`src/rtl/glu_pkg.sv`:
```
// Shared types, constants and microcode ROM for the gcd / lcm unit.
// No dependencies.
`default_nettype none

package glu_pkg;

	localparam int DATA_WIDTH_DEF = 32;
	localparam int FIELD_W        = 32;
	localparam int GCD_W          = 31;
	localparam int LCM_W          = 62;
	localparam int IN_TDATA_W     = 64;
	localparam int OUT_TDATA_W    = 96;

	// Microprogram steps.
	typedef enum logic [3:0] {
		ST_WAIT,
		ST_CHECK,
		ST_COMMON,
		ST_XEVEN,
		ST_YEVEN,
		ST_SUB,
		ST_GSHIFT,
		ST_DIV,
		ST_MUL,
		ST_EMIT
	} step_t;

	// Datapath operations.
	typedef enum logic [3:0] {
		OP_NONE,
		OP_LOAD,
		OP_SPECIAL,
		OP_HALF_BOTH,
		OP_HALF_X,
		OP_HALF_Y,
		OP_SUB,
		OP_GSHIFT,
		OP_DIV,
		OP_MUL,
		OP_EMIT
	} op_t;

	// Branch conditions.
	typedef enum logic [3:0] {
		C_ALWAYS,
		C_START,
		C_SPECIAL,
		C_BOTH_EVEN,
		C_X_EVEN,
		C_Y_EVEN,
		C_NEQ,
		C_CNT_NZ,
		C_OUT_FREE
	} cond_t;

	// One control word: when cond holds, op runs and control jumps to
	// target; otherwise control stays (hold) or falls through.
	typedef struct packed {
		op_t   op;
		cond_t cond;
		step_t target;
		logic  hold;
	} ucode_t;

	// Status from datapath to sequencer.
	typedef struct packed {
		logic special;
		logic both_even;
		logic x_even;
		logic y_even;
		logic neq;
		logic cnt_nz;
		logic out_free;
	} dp_flags_t;

	function automatic ucode_t ucode_rom(input step_t step);
		ucode_t w;
		case (step)
			ST_WAIT:   w = '{op: OP_LOAD,      cond: C_START,     target: ST_CHECK,  hold: 1'b1};
			ST_CHECK:  w = '{op: OP_SPECIAL,   cond: C_SPECIAL,   target: ST_EMIT,   hold: 1'b0};
			ST_COMMON: w = '{op: OP_HALF_BOTH, cond: C_BOTH_EVEN, target: ST_COMMON, hold: 1'b0};
			ST_XEVEN:  w = '{op: OP_HALF_X,    cond: C_X_EVEN,    target: ST_XEVEN,  hold: 1'b0};
			ST_YEVEN:  w = '{op: OP_HALF_Y,    cond: C_Y_EVEN,    target: ST_YEVEN,  hold: 1'b0};
			ST_SUB:    w = '{op: OP_SUB,       cond: C_NEQ,       target: ST_XEVEN,  hold: 1'b0};
			ST_GSHIFT: w = '{op: OP_GSHIFT,    cond: C_ALWAYS,    target: ST_DIV,    hold: 1'b0};
			ST_DIV:    w = '{op: OP_DIV,       cond: C_CNT_NZ,    target: ST_DIV,    hold: 1'b0};
			ST_MUL:    w = '{op: OP_MUL,       cond: C_ALWAYS,    target: ST_EMIT,   hold: 1'b0};
			ST_EMIT:   w = '{op: OP_EMIT,      cond: C_OUT_FREE,  target: ST_WAIT,   hold: 1'b1};
			default:   w = '{op: OP_NONE,      cond: C_ALWAYS,    target: ST_WAIT,   hold: 1'b0};
		endcase
		return w;
	endfunction

endpackage

`default_nettype wire

```
`src/rtl/glu_seq.sv`:
```
// Microcode sequencer: step counter, control ROM lookup, branch logic.
// Depends on glu_pkg.
`default_nettype none

module glu_seq (
	input  wire logic              clk,
	input  wire logic              arst_n,
	input  wire logic              start,
	input  wire glu_pkg::dp_flags_t flags,
	output      logic              ready,
	output      glu_pkg::op_t      op
);
	import glu_pkg::*;

	step_t  upc_q;
	step_t  upc_d;
	ucode_t word;
	logic   taken;

	always_comb begin
		word = ucode_rom(upc_q);
		case (word.cond)
			C_ALWAYS:    taken = 1'b1;
			C_START:     taken = start;
			C_SPECIAL:   taken = flags.special;
			C_BOTH_EVEN: taken = flags.both_even;
			C_X_EVEN:    taken = flags.x_even;
			C_Y_EVEN:    taken = flags.y_even;
			C_NEQ:       taken = flags.neq;
			C_CNT_NZ:    taken = flags.cnt_nz;
			C_OUT_FREE:  taken = flags.out_free;
			default:     taken = 1'b0;
		endcase
	end

	// next step
	always_comb begin
		if (taken) begin
			upc_d = word.target;
		end else if (word.hold) begin
			upc_d = upc_q;
		end else begin
			upc_d = step_t'(upc_q + 4'd1);
		end
	end

	// outputs
	always_comb begin
		op    = taken ? word.op : OP_NONE;
		ready = (upc_q == ST_WAIT);
	end

	always_ff @(posedge clk or negedge arst_n) begin
		if (!arst_n) begin
			upc_q <= ST_WAIT;
		end else begin
			upc_q <= upc_d;
		end
	end

endmodule

`default_nettype wire

```
`src/rtl/glu_dp.sv`:
```
// Datapath: binary gcd registers, restoring divider, multiplier, output register.
// Depends on glu_pkg; driven by glu_seq.
`default_nettype none

module glu_dp #(
	parameter int DATA_WIDTH = glu_pkg::DATA_WIDTH_DEF
) (
	input  wire logic                        clk,
	input  wire logic                        arst_n,
	input  wire glu_pkg::op_t                op,
	input  wire logic [glu_pkg::FIELD_W-1:0] a_value,
	input  wire logic [glu_pkg::FIELD_W-1:0] b_value,
	input  wire logic                        out_ready,
	output      glu_pkg::dp_flags_t          flags,
	output      logic                        out_valid,
	output      logic [glu_pkg::GCD_W-1:0]   gcd_result,
	output      logic [glu_pkg::LCM_W-1:0]   lcm_result,
	output      logic                        operand_error
);
	import glu_pkg::*;

	localparam int M  = DATA_WIDTH - 1;
	localparam int CW = $clog2(DATA_WIDTH);
	localparam logic [CW-1:0] CNT_INIT = CW'(M);

	logic [M-1:0]   x_q, y_q, a_q, b_q, g_q, q_q, r_q;
	logic [CW-1:0]  sh_q, cnt_q;
	logic [2*M-1:0] l_q;
	logic           err_q;
	logic           out_vld_q, out_err_q;
	logic [GCD_W-1:0] out_gcd_q;
	logic [LCM_W-1:0] out_lcm_q;

	logic [M:0]      rs, diff;
	logic            ge;
	logic [GCD_W-1:0] g_ext;
	logic [LCM_W-1:0] l_ext;

	always_comb begin
		rs   = {r_q, q_q[M-1]};
		ge   = (rs >= {1'b0, g_q});
		diff = rs - {1'b0, g_q};
		g_ext = '0;
		g_ext[M-1:0] = g_q;
		l_ext = '0;
		l_ext[2*M-1:0] = l_q;
	end

	always_comb begin
		flags.special   = err_q | (x_q == '0) | (y_q == '0);
		flags.both_even = ~x_q[0] & ~y_q[0];
		flags.x_even    = ~x_q[0];
		flags.y_even    = ~y_q[0];
		flags.neq       = (x_q != y_q);
		flags.cnt_nz    = (cnt_q != '0);
		flags.out_free  = ~out_vld_q | out_ready;
	end

	always_ff @(posedge clk) begin
		case (op)
			OP_LOAD: begin
				a_q   <= a_value[M-1:0];
				b_q   <= b_value[M-1:0];
				x_q   <= a_value[M-1:0];
				y_q   <= b_value[M-1:0];
				err_q <= a_value[M] | b_value[M];
				sh_q  <= '0;
			end
			OP_SPECIAL: begin
				g_q <= err_q ? '0 : (x_q | y_q);
				l_q <= '0;
			end
			OP_HALF_BOTH: begin
				x_q  <= x_q >> 1;
				y_q  <= y_q >> 1;
				sh_q <= sh_q + 1'b1;
			end
			OP_HALF_X: x_q <= x_q >> 1;
			OP_HALF_Y: y_q <= y_q >> 1;
			OP_SUB: begin
				if (x_q > y_q) begin
					x_q <= x_q - y_q;
				end else begin
					y_q <= y_q - x_q;
				end
			end
			OP_GSHIFT: begin
				g_q   <= x_q << sh_q;
				q_q   <= a_q;
				r_q   <= '0;
				cnt_q <= CNT_INIT;
			end
			OP_DIV: begin
				r_q   <= ge ? diff[M-1:0] : rs[M-1:0];
				q_q   <= {q_q[M-2:0], ge};
				cnt_q <= cnt_q - 1'b1;
			end
			OP_MUL: l_q <= {{M{1'b0}}, q_q} * {{M{1'b0}}, b_q};
			OP_EMIT: begin
				out_gcd_q <= g_ext;
				out_lcm_q <= l_ext;
				out_err_q <= err_q;
			end
			default: begin
			end
		endcase
	end

	always_ff @(posedge clk or negedge arst_n) begin
		if (!arst_n) begin
			out_vld_q <= 1'b0;
		end else if (op == OP_EMIT) begin
			out_vld_q <= 1'b1;
		end else if (out_ready) begin
			out_vld_q <= 1'b0;
		end
	end

	assign out_valid     = out_vld_q;
	assign gcd_result    = out_gcd_q;
	assign lcm_result    = out_lcm_q;
	assign operand_error = out_err_q;

endmodule

`default_nettype wire

```
`src/rtl/gcd_and_lcm_unit.sv`:
```
// Top level of the gcd / lcm unit: stream ports, sequencer and datapath.
// Depends on glu_pkg, glu_seq, glu_dp.
`default_nettype none

// Takes one transaction holding two signed operands and returns one
// transaction with their greatest common divisor and least common multiple.
// Operands are the low DATA_WIDTH bits of each 32-bit field; a negative
// operand sets operand_error and forces both results to zero. When one
// operand is zero the gcd is the other operand and the lcm is zero. A
// ten-step microprogram runs a binary (shift and subtract) gcd, then a
// restoring divide of the first operand by the gcd, one quotient bit per
// cycle, then one multiply by the second operand. The run time of an item
// is data dependent: it grows with the passes of the shift/subtract loop
// and with each halving, and the divide runs DATA_WIDTH-1 steps. Error and
// zero-operand items skip from the check straight to the output step.
// One item is in work at a time; a result waits in the output register, so
// the next transaction is taken while the previous result is still unread.
module gcd_and_lcm_unit #(
	parameter int DATA_WIDTH = glu_pkg::DATA_WIDTH_DEF
) (
	input  wire logic                            clk,
	input  wire logic                            arst_n,
	input  wire logic                            s_tvalid,
	output      logic                            s_tready,
	input  wire logic [glu_pkg::IN_TDATA_W-1:0]  s_tdata,  // a_value[31:0], b_value[63:32]
	output      logic                            m_tvalid,
	input  wire logic                            m_tready,
	output      logic [glu_pkg::OUT_TDATA_W-1:0] m_tdata,  // gcd_result[30:0], lcm_result[92:31], zero
	output      logic                            m_tuser   // operand_error
);
	import glu_pkg::*;

	dp_flags_t        flags;
	op_t              op;
	logic [GCD_W-1:0] gcd_result;
	logic [LCM_W-1:0] lcm_result;

	glu_seq u_seq (
		.clk    (clk),
		.arst_n (arst_n),
		.start  (s_tvalid),
		.flags  (flags),
		.ready  (s_tready),
		.op     (op)
	);

	glu_dp #(
		.DATA_WIDTH (DATA_WIDTH)
	) u_dp (
		.clk           (clk),
		.arst_n        (arst_n),
		.op            (op),
		.a_value       (s_tdata[FIELD_W-1:0]),
		.b_value       (s_tdata[2*FIELD_W-1:FIELD_W]),
		.out_ready     (m_tready),
		.flags         (flags),
		.out_valid     (m_tvalid),
		.gcd_result    (gcd_result),
		.lcm_result    (lcm_result),
		.operand_error (m_tuser)
	);

	// pad to whole bytes
	assign m_tdata = {{(OUT_TDATA_W - GCD_W - LCM_W){1'b0}}, lcm_result, gcd_result};

endmodule

`default_nettype wire

```
`config.mk`:
```
export PLATFORM = sky130hd
export DESIGN_NAME = gcd_and_lcm_unit
export DESIGN_NICKNAME = d
export VERILOG_FILES = /design/src/rtl/glu_pkg.sv /design/src/rtl/glu_seq.sv /design/src/rtl/glu_dp.sv /design/src/rtl/gcd_and_lcm_unit.sv
export SDC_FILE = /design/constraint.sdc
export NUM_CORES = 2
export LEC_CHECK = 0
export ABC_AREA = 1
export ABC_CLOCK_PERIOD_IN_PS = 12900
export BUFFER_PORTS_ARGS = -buffer_cell sky130_fd_sc_hd__buf_2
export CAP_MARGIN = 20
export CORE_MARGIN = 2
export CORE_UTILIZATION = 55
export CTS_CLUSTER_SIZE = 30
export DETAILED_ROUTE_END_ITERATION = 8
export GPL_TIMING_DRIVEN = 0
export PLACE_DENSITY = 0.72
export SYNTH_ARGS = -nofsm -noshare
export SYNTH_HDL_FRONTEND = slang
export SYNTH_HIERARCHICAL = 1
export SYNTH_SLANG_ARGS = --single-unit
```
`constraint.sdc`:
```
create_clock -name clk -period 12.9 [get_ports clk]
set_input_delay 0.645 -clock clk [delete_from_list [all_inputs] [get_ports clk]]
set_output_delay 0.645 -clock clk [all_outputs]
set_load 0.02 [all_outputs]
```
* Word level (Yosys, flattened, before mapping)
Memories as Yosys holds them, arrays and structs flattened. Index checks and enable logic that the tools add are counted.
Word-level totals: flip-flop bits (word level) 389, bits in read-only memories 208, output and inout port bits 99, word-level logic and storage cells 92, memories 1
Cells by class: add/sub/neg operators 6, $mul 1, magnitude comparators 2, equality and inequality tests 22, shifts and indexed selects 1, muxes and demuxes 18, bitwise gates (word level) 9, reductions and logical operators 16
Memory list:
- (no name shown) | words 16, width 13, read ports 1, clocked after Yosys merged registers in 0, write ports 0, line glu_pkg.sv:78 | case (step)
Operators by type and width (number):
- 31-bit one-hot mux with 2 select lines | 3
- 31-bit one-hot mux with 3 select lines | 2
- 31-bit two-way mux | 4
- 62-bit one-hot mux with 2 select lines | 1
- 31-bit subtractor | 3
- 31-bit zero test | 2
- 31-bit by 31-bit multiplier with 62-bit output | 1
- 4-bit by 3-bit equality test with 1-bit output (second input constant) | 8
- 32-bit by 31-bit >= comparator with 1-bit output | 1
- 31-bit greater-than comparator | 1
- 31-bit inequality test | 1
- 31-bit OR | 1
- 31-bit by 5-bit left shift with 31-bit output | 1
- 5-bit one-hot mux with 2 select lines | 2
- 4-bit by 2-bit equality test with 1-bit output (second input constant) | 4
- 4-bit equality test (second input constant) | 4
- 4-bit two-way mux | 3
- 2-bit nonzero test | 5
- 1-bit one-hot mux with 9 select lines | 1
- 4-bit by 1-bit equality test with 1-bit output (second input constant) | 2
- 4-bit zero test | 2
- 3-bit nonzero test | 2
- 5-bit by 1-bit adder with 5-bit output (second input constant) | 1
- 5-bit nonzero test | 1
- other kinds (10) | 19

* Depth between registers and ports, before layout
depth in word-level cells 9, gate-level depth with buffers 31

* Hierarchy
The synthesis kept the hierarchy.
Modules (own cells, without submodules):
- glu_dp | times used 1, cells each 7203, area an instance 55969.9 um^2, seq. area each 11556.1 um^2
- glu_seq | times used 1, cells each 123, area an instance 770.7 um^2, seq. area each 100.1 um^2
- gcd_and_lcm_unit | times used 1, cells each 4, area an instance 26.3 um^2, seq. area each 0.0 um^2

* Least setup slack after synthesis
No wires, ideal clock.
kind reg-to-reg, start point reg u_dp.x_q[19], end point reg u_dp.out_gcd_q[0] (netlist: u_dp/gcd_result[0]), enable pin, library setup time 0.547 ns, data arrival time 6.315 ns, required time 12.353 ns, path slack 6.038 ns, cell stages (with the launch flop) 19, path buffers 1, cells stage by stage edfxtp_1 inv_1 ha_1 buf_6 nor2_1 inv_1 nor2_1 nand2_1 nor2_1 nand4_1 nand2_1 nand3_1 nor2_1 nand2_2 nand2_4 nor3b_2 nor2_1 inv_1 nor2_1
RTL lines:
- from (decl) | line glu_dp.sv:26 | logic [M-1:0] x_q, y_q, a_q, b_q, g_q, q_q, r_q;
- from (signal assigned) | line glu_dp.sv:64 | x_q <= a_value[M-1:0];
- from (signal assigned) | line glu_dp.sv:74 | x_q <= x_q >> 1;
- from (signal assigned) | line glu_dp.sv:78 | OP_HALF_X: x_q <= x_q >> 1;
- to (signal assigned) | line glu_dp.sv:100 | out_gcd_q <= g_ext;
- to (decl) | line glu_dp.sv:31 | logic [GCD_W-1:0] out_gcd_q;

* Final worst setup path
start point reg u_dp.b_q[22], end point reg u_dp.l_q[55] (netlist: u_dp/l_ext[55]) (data pin)
Between the ends: longest elaborated chain between the ends 2
Ends and longest elaborated chain:
- from (decl) | line glu_dp.sv:26
- from (signal assigned) | line glu_dp.sv:63 | b_q <= b_value[M-1:0];
- 31-bit by 31-bit multiplier with 62-bit output | line glu_dp.sv:98 | OP_MUL: l_q <= {{M{1'b0}}, q_q} * {{M{1'b0}}, b_q};
- 62-bit one-hot mux with 2 select lines | line glu_dp.sv:60 | case (op)
- to (signal assigned) | line glu_dp.sv:98
- to (decl) | line glu_dp.sv:28 | logic [2*M-1:0] l_q;
No other way between the ends. A chain may end at the register's enable or synchronous reset.

==> metrics.cfg <==
[layout]
area_growth_pct=7.85
nets=8860
drive_gt1_share_pct=4.83
nFillCells=9547
final_util_pct=60.0

[job]
drv_cap=0

[global_routing]
antenna_found_initial=11
grt_pass1_vias=49200
grt_max_degree=43
grt_pass1_wl_microns=317000
grt-ovfl-total=0
track_usage_pct=41.7

[critical_path]
worstPathMaxFanout=10
endpoint_kind=flop
max_stage_delay_ps=950
cp-start-kind=flop
cp.arrival_ps=8920
cp.required_ps=13310
cpMostUsedCell=fa_1
cp_top_family=adder cells
path_class=reg2reg
path_cells=clkbuf_1, nand2_1, fa_1, inv_1, fa_1, fa_1, fa_1, fa_1, fa_1, fa_1, fa_1, ha_1, nand2_1, nor3_1, nand2_1, nor3_1, nand2_1, a21oi_1, nor2_1
critical_path.slowest_cell=clkbuf_1
cp.buffers_inverters=2

[sta]
hold_viol=0
finalSetupViolCount=0
max_freq_ghz=0.117
finalCriticalPeriod_ps=8510
drv_slew=0
layout_worst_path_cycle_share_pct=66.0
rsz0062_at_grt=no
finalSetupTns_ps=0
relSlewSlack_pct=13.9
fin_worst_skew_ps=65.5
worst_pin_slew_ps=1290

[floorplan]
core_area_sq_um=102000
initial_core_util_pct=55.6
die_w_microns=325
die_y_microns=325
placementRows=117
dieArea_sq_um=106000
io-pin-count=167

[logic_synthesis]
async_flop_share_pct=1.29
synth_edf_count=384
ys_top_cells_by_count=nand2_1 (2235), inv_1 (1905), fa_1 (840)
ys_seq_area_share_pct=20.5
syn_area_sq_um=56800
ys_ff_latch=389
synth_largest_area_cell=fa_1
synth_flop_cell=edfxtp_1
syn_area_per_cell_sq_um=7.74
ys_warn_count=6
synth.most_common_cell=nand2_1
synth_top_area_share_pct=29.6
synthCells=7330
yosys-top-cells-area=fa_1 (30%), edfxtp_1 (20%), nand2_1 (15%)
synth_cell_types=55

[clock_tree]
post-cts-setup-buffers=0
htreeDepth=2
root_buffer=clkbuf_16
cts-buffers-inserted=44
cts_tree=built
clock_sink_count=389
cts_buffer_depth=3
clock_latency_ps=670
clk_pin_slew_worst_paths_ps=70
holdBufCountCts=1
cts_resized=0

[route]
routedWlPerCell_microns=24.5
m1WireLength_microns=78200
dr_wl_met3_microns=23900
via_per_inst=5.53
dr_wl_met2_microns=96300
drt_iter0_drc=5652
vias=49600
drt-pass1-iter-count=7
postRouteAntennaNets=0
totalWireLength_microns=220000
drc_errors=0
highest_layer=met5

[run_status]
outcome=finished clean

[placement]
portBuffers=163
place_congestion=1.10
dp_hpwl_microns=180000

[hold_path]
hold_path_class=in2reg

[stage by stage]
stage / instances / worst slack [ps] / cell area, sq um / hold WS (ps)
after floorplan: 7332 / 6040 / 56800 / 349
after global placement: 8863 / 3230 / 59300 / 402
after detailed placement: 8873 / 4600 / 59500 / 405
after CTS: 8953 / 4570 / 61000 / 165
after global routing: 8966 / 4340 / 61200 / 169
final: 8970 / 4390 / 61200 / 185
[final timing paths]
kind / from / end / slack, ps / depth (start not counted)
max in group asynchronous: arst_n / u_seq/upc_q[1] / 12450 / 2
hold reg to reg: u_dp/l_ext[55] / u_dp/lcm_result[55] / 410 / 0
setup reg to reg: u_dp/b_q[22] / u_dp/l_ext[55] / 4390 / 19
setup / recovery: u_dp/b_q[22] / u_dp/l_ext[55] / 4390 / 19
hold / removal: s_tdata[0] / u_dp/a_q[0] / 190 / 1
min in group asynchronous: arst_n / u_seq/upc_q[2] / 320 / 2
[registers in the layout, indices dropped and copies added, names as in the netlist, 31 cells and up]
name,flops
u_dp/l_ext,62
u_dp/lcm_result,62
u_dp/a_q,31
u_dp/b_q,31
u_dp/g_ext,31
u_dp/gcd_result,31
u_dp/q_q,31
u_dp/r_q,31
u_dp/x_q,31
u_dp/y_q,31
[placed cells by master, fill, tap and decap left out, drive strengths merged, types with 2 or more instances in the layout]
cell type	n
ha	387
o21ai	207
o21a	8
a31oi	4
xnor2	5
nand3	228
nand2	2244
o31ai	3
nand3b	9
nand4	41
mux2i	6
diode	4
nor2	389
o211ai	33
xor2	22
o22ai	9
a21oi	187
clkbuf	257
a22oi	45
nor3b	5
o221ai	2
and2	12
bufinv	5
o21bai	15
nor3	20
clkinv	23
inv	1921
buf	243
edfxtp	384
nor4	10
a21o	3
or2	18
dfrtp	5
conb	3
fa	840
[worst reg2reg max path, delay by kind of cell, from the launching register on]
| kind | cells | cell delay (ps) |
|---|---|---|
| flops | 1 | 710 |
| simple gates | 7 | 1490 |
| buf+inv | 2 | 1010 |
| fa+ha+maj | 9 | 4910 |
| compound gates | 1 | 190 |
[layout make-up]
class / instances / area, sq um / area share [%]
Sequential cell: 389 / 11700 / 19.0
Timing Repair Buffer: 187 / 1200 / 1.96
Clock buffer: 49 / 1120 / 1.83
Inverter: 1920 / 7220 / 11.8
Multi-Input combinational cell: 4758 / 36800 / 60.0
Antenna cell: 4 / 10.0 / 0.0163
Buffer: 265 / 1160 / 1.90
Tap cell: 1368 / 1710 / 2.80
Clock inverter: 30 / 378 / 0.617
[routing by layer]
| metal | up-vias | GRT usage (%) |
|---|---|---|
| met5 | - | 0 |
| met4 | 8 | 32.2 |
| met3 | 765 | 10.8 |
| met2 | 2937 | 63.7 |
| met1 | 23700 | 50.7 |
| li1 | 22100 | - |
[logic make-up (layout without fill, tap and decap cells)]
logic type,after synthesis,after routing,synth area share (%)
AOI/OAI and AO/OA,517,517,5.11
xor gates and xnor gates,27,27,0.417
adders and majority gates,1227,1227,38.2
buffers and inverters,2185,2451,14.8
DFF,389,389,20.5
muxes,6,6,0.106
other,1,7,0.00661
and+or+nand+nor,2978,2978,20.9
Power is left out: the tool's default activity adds up to more than one toggle a clock period on the data nets, which glitch-free logic cannot reach.
